===== src/rtl/lph_pkg.sv =====
// Shared types, widths and codes for the linear probing hash map.
// No dependencies; every other file imports this package.
`timescale 1ns / 1ps
`default_nettype none

package lph_pkg;

    // Table geometry
    localparam int SLOTS        = 256;
    localparam int SLOT_W       = $clog2(SLOTS);
    localparam int CAP_W        = SLOT_W + 1;
    localparam int KEY_W        = 21;
    localparam int PAYLOAD_BITS = 32;

    // Remainder unit: bits of the key retired per cycle
    localparam int MOD_RADIX_BITS = 3;
    localparam int MOD_STEPS      = (KEY_W + MOD_RADIX_BITS - 1) / MOD_RADIX_BITS;
    localparam int MOD_PAD_W      = MOD_STEPS * MOD_RADIX_BITS;
    localparam int MOD_CNT_W      = (MOD_STEPS > 1) ? $clog2(MOD_STEPS) : 1;

    // Stream word widths, padded to whole bytes
    localparam int S_TDATA_W = ((KEY_W + PAYLOAD_BITS + 7) / 8) * 8;
    localparam int M_TDATA_W = ((SLOT_W + PAYLOAD_BITS + CAP_W + 7) / 8) * 8;
    localparam int STATUS_W  = 3;

    // Opcodes
    localparam logic OP_LOOKUP = 1'b0;
    localparam logic OP_INSERT = 1'b1;

    typedef enum logic [STATUS_W-1:0] {
        STAT_OK       = 3'd0,
        STAT_MISS     = 3'd1,
        STAT_DUP      = 3'd2,
        STAT_FULL     = 3'd3,
        STAT_NO_TABLE = 3'd4
    } status_t;

    typedef enum logic [2:0] {
        ST_IDLE,
        ST_HOME,
        ST_PROBE,
        ST_COMPARE,
        ST_FINISH
    } lph_state_t;

    // One table entry
    typedef struct packed {
        logic [KEY_W-1:0]        key;
        logic [PAYLOAD_BITS-1:0] payload;
    } slot_entry_t;

    typedef struct packed {
        logic              en;
        logic [SLOT_W-1:0] addr;
        slot_entry_t       entry;
    } slot_wr_t;

    typedef struct packed {
        logic              en;
        logic [SLOT_W-1:0] addr;
    } slot_rd_t;

    // Remainder unit request and response
    typedef struct packed {
        logic             start;
        logic [KEY_W-1:0] dividend;
        logic [CAP_W-1:0] divisor;
    } mod_req_t;

    typedef struct packed {
        logic              done;
        logic [SLOT_W-1:0] rem;
    } mod_rsp_t;

endpackage

`default_nettype wire


===== src/rtl/lph_mod_unit.sv =====
// Iterative remainder unit: key modulo capacity, a few key bits per cycle.
// Depends on lph_pkg.
`timescale 1ns / 1ps
`default_nettype none

module lph_mod_unit (
    input  wire logic              clk,
    input  wire logic              rst_n,
    input  wire lph_pkg::mod_req_t req,
    output lph_pkg::mod_rsp_t      rsp
);
    import lph_pkg::*;

    logic                 busy_reg;
    logic                 done_reg;
    logic [MOD_CNT_W-1:0] cnt_reg;
    logic [MOD_PAD_W-1:0] shift_reg;
    logic [CAP_W-1:0]     divisor_reg;
    logic [SLOT_W-1:0]    rem_reg;
    logic [SLOT_W-1:0]    rem_next;
    logic [SLOT_W-1:0]    part;
    logic [CAP_W-1:0]     wide;

    // Restoring remainder steps; the partial remainder stays below the divisor
    always_comb
    begin
        part = rem_reg;
        wide = '0;
        for (int i = 0; i < MOD_RADIX_BITS; i++)
        begin
            wide = {part, shift_reg[MOD_PAD_W-1-i]};
            if (wide >= divisor_reg)
            begin
                wide = wide - divisor_reg;
            end
            part = wide[SLOT_W-1:0];
        end
        rem_next = part;
    end

    // Control
    always_ff @(posedge clk or negedge rst_n)
    begin
        if (!rst_n)
        begin
            busy_reg <= 1'b0;
            done_reg <= 1'b0;
            cnt_reg  <= '0;
        end
        else
        begin
            done_reg <= 1'b0;
            if (req.start)
            begin
                busy_reg <= 1'b1;
                cnt_reg  <= '0;
            end
            else if (busy_reg)
            begin
                cnt_reg <= cnt_reg + MOD_CNT_W'(1);
                if (cnt_reg == MOD_CNT_W'(MOD_STEPS - 1))
                begin
                    busy_reg <= 1'b0;
                    done_reg <= 1'b1;
                end
            end
        end
    end

    // Datapath
    always_ff @(posedge clk)
    begin
        if (req.start)
        begin
            shift_reg   <= MOD_PAD_W'(req.dividend);
            divisor_reg <= req.divisor;
            rem_reg     <= '0;
        end
        else if (busy_reg)
        begin
            shift_reg <= shift_reg << MOD_RADIX_BITS;
            rem_reg   <= rem_next;
        end
    end

    assign rsp.done = done_reg;
    assign rsp.rem  = rem_reg;

endmodule

`default_nettype wire


===== config.mk =====
export PLATFORM = sky130hd
export DESIGN_NAME = lph_mod_unit
export DESIGN_NICKNAME = d
export VERILOG_FILES = /design/src/rtl/lph_pkg.sv /design/src/rtl/lph_mod_unit.sv
export SDC_FILE = /design/constraint.sdc
export NUM_CORES = 1
export LEC_CHECK = 0
export BUFFER_PORTS_ARGS = -buffer_cell sky130_fd_sc_hd__buf_4
export CAP_MARGIN = 20
export CELL_PAD_IN_SITES_DETAIL_PLACEMENT = 2
export CELL_PAD_IN_SITES_GLOBAL_PLACEMENT = 2
export CORE_MARGIN = 2
export CORE_UTILIZATION = 37
export DETAILED_ROUTE_END_ITERATION = 6
export MAX_ROUTING_LAYER = met4
export PLACE_DENSITY_LB_ADDON = 0.25
export SKIP_LAST_GASP = 1
export SLEW_MARGIN = 10
export SYNTH_ARGS = -nofsm -noshare
export SYNTH_HDL_FRONTEND = slang
export SYNTH_SLANG_ARGS = --single-unit

===== constraint.sdc =====
create_clock -name clk -period 6.5 [get_ports clk]
set_input_delay 0.325 -clock clk [delete_from_list [all_inputs] [get_ports clk]]
set_output_delay 0.325 -clock clk [all_outputs]
set_load 0.005 [all_outputs]

==> metrics.txt <==
Synth area leaders=edfxtp_1 (29%), ha_1 (12%), mux2_2 (8.8%), dfxtp_1 (5.2%), dfrtp_1 (4.1%); Storage cell area=0.001186 mm^2; H-tree depth=2; Worst-Margin Slew=890.9 ps; vias in the first global route=2708; drt wl/cell=19.55 um; crit path time final=6129 ps; launch point of the worst reg-to-reg path=divisor_reg[3]$_DFFE_PP_; VDD IR max=0.0001422 V; ys flop type=edfxtp_1; worst skew pair latency=290 ps; Total GRT Usage=21.43%; R2R Setup Slk=370 ps; I/O Pins=42; worst min path class=primary input to register; Final HPWL DP=6988 um; most frequent cells after synthesis=edfxtp_1 (30), nor2_1 (30), ha_1 (29); DR vias=2441; n_diodes=0; Mapped Avg Cell Area=10.19 um^2; CP Class=register to register; Post-Syn Area=0.003058 mm^2; asr flop ratio synth=11.63%; RSZ-0062 raised after global routing=no; DP Cell Count=440; register bit total from synthesis=43; TritonCTS buffer count=5; hold endpoint=divisor_reg[6]$_DFFE_PP_; Die H=94.91 um; total iterations of the first detailed-routing run=4; EDFF count, synth=30; core box area=0.008093 mm^2; clk buf depth=2; Startpoint Class=register; Worst Path Arrival=6300 ps; clock-pin slew on the worst setup and hold paths=90 ps; pwr dens=462.0 mW/mm^2; first-pass GRT wire length=14220 um; critical path endpoint category=register; CP startpoint=divisor_reg[3]$_DFFE_PP_; Rows=33; Final Hold Viols=0; setup TNS=0 ps; clock sink count=43; area of the multi-input gates=0.001742 mm^2; Fill cells=895; gp weighted congestion=0.8359; hold_sp=req[6]; Syn Nets=365; Port Buffers=41; GR Overflow Total=0; Max Cap Violations=0; Synth Instances=300; Tcrit/Tclk final=94.30%; CTS tree=done; share of the yosys chip area belonging to registers=38.79%; share of layout cells above drive strength 1=23.55%; Initial DRC Count=72; pin count of the biggest net entering global routing=41; Final Max Slew Viols=0; die width=94.91 um; WL final=8780 um; Initial Utilization=37.79%; Nets=408; Max FO, Critical Path=14; DRC Markers=0; status=completed; worst rel slew slack=40.54%; Final Setup Violations=0; Area Overhead vs Synth=17.76%; Reg-to-Reg End=rem_reg[4]$_SDFFE_PP0P_; post-synth top area cell=edfxtp_1; Layout Skew=13.39 ps; Final ANT Viol Nets=0; clk root buf=clkbuf_8; max reg flops=21; Synth top area share=29.46%; Reg2Reg Depth=23; Worst Path Required=6670 ps; highest clock rate=163.2 MHz; Syn. warnings=0; worst hold stages=1; Die ar.=0.009008 mm^2; synth unique cells=52; final std cells w/o fill=449; Leak Pwr=1.570 nW; routed vias/inst=5.437; antenna violations before repair=0
final cells by class:
class / instances / share of cell area, %
clock buffers: 5 / 1.911
repair buffers: 44 / 9.243
clock inverters: 3 / 1.181
multi-input cells: 223 / 48.37
inverters: 26 / 2.710
flip-flops and latches: 43 / 32.94
well taps: 105 / 3.648
logic make-up (layout without fill, tap and decap cells):
family / after synthesis / in the layout / synth area share [%]
fa+ha+maj: 32 / 32 / 13.83
compound gates: 78 / 78 / 17.92
buf+inv: 34 / 78 / 4.378
xor+xnor: 15 / 15 / 4.296
mux: 28 / 28 / 10.31
flops: 43 / 43 / 38.79
simple gates: 70 / 70 / 10.48
layer usage:
metal	vias up	track usage [%]	wire [um]
li1	1180	-	-
met1	1206	25.84	3822
met2	43	38.12	4594
met3	12	1.995	212
met4	0	6.039	150
met5	-	-	0
cell usage in the layout, fill, tap and decap left out, types with 5 or more instances in the layout:
cell,Yosys,final
buf_4,1,43
nor2_1,30,30
edfxtp_1,30,30
ha_1,29,29
inv_1,26,26
mux2_2,24,24
o21ai_0,23,23
nand2_1,16,16
a21oi_1,12,12
xnor2_1,9,9
a211oi_1,8,8
dfxtp_1,8,8
o21a_1,7,7
nand4_1,6,6
xor2_1,6,6
dfrtp_1,5,5
clkbuf_8,0,5
how the worst max path moves through the flow:
| stage | to | slack (ps) | cells past startpoint |
|---|---|---|---|
| 2_1_floorplan | rem_reg[3]$_SDFFE_PP0P_ | 1320 | 21 |
| 3_3_place_gp | rem_reg[3]$_SDFFE_PP0P_ | 540 | 21 |
| 3_5_place_dp | rem_reg[0]$_SDFFE_PP0P_ | 360 | 23 |
| 4_1_cts | rem_reg[4]$_SDFFE_PP0P_ | 230 | 23 |
| 5_1_grt | rem_reg[4]$_SDFFE_PP0P_ | 9 | 23 |
| 6_report | rem_reg[4]$_SDFFE_PP0P_ | 370 | 23 |
timing repair:
item | in CTS | in global routing
endpoints found under the hold margin | 5 | 0
setup endpoints to repair | 0 | 2
setup buffers | 0 | 0
hold buffers | 1 | 0
gates resized for setup | 0 | 1
stage by stage:
| step | total power, mW | hold slack [ps] | area (um^2) | setup WS [ps] | utilization, % |
|---|---|---|---|---|---|
| detailed placement | 1.437 | 130.6 | 3476 | 355.5 | 42.95 |
| floorplan | 1.120 | 29.41 | 3058 | 1323 | - |
| global placement | 1.389 | 131.4 | 3476 | 543.7 | 42.95 |
| finish | 1.664 | 205.6 | 3601 | 370.7 | 44.50 |
| CTS | 1.668 | 196.5 | 3597 | 232.8 | 44.45 |
| global route | 1.804 | 190.7 | 3601 | 9.059 | 44.50 |
worst max-delay path, stage by stage, from the launching register on:
cell      delay (ps)
edfxtp_1         330
inv_1             80
ha_1             430
nand4_1          150
a211o_1          330
a32oi_4          430
mux2i_2          420
ha_1             330
nor2b_1          160
o31a_1           300
o31ai_1          320
and2_0           190
buf_4            190
nand2_1           90
o21ai_0          180
ha_1             340
nor2b_1          160
o31ai_1          410
a21oi_1          230
a32oi_1          330
buf_4            240
o21ai_0          120
a21oi_1          140
o21ai_0           90
power by group:
part / switching, mW / internal [mW]
combinational: 0.619 / 0.464
sequential: 0.0339 / 0.335
clock: 0.0967 / 0.115
total: 0.749 / 0.915
Power figures use the tool's default switching activity.
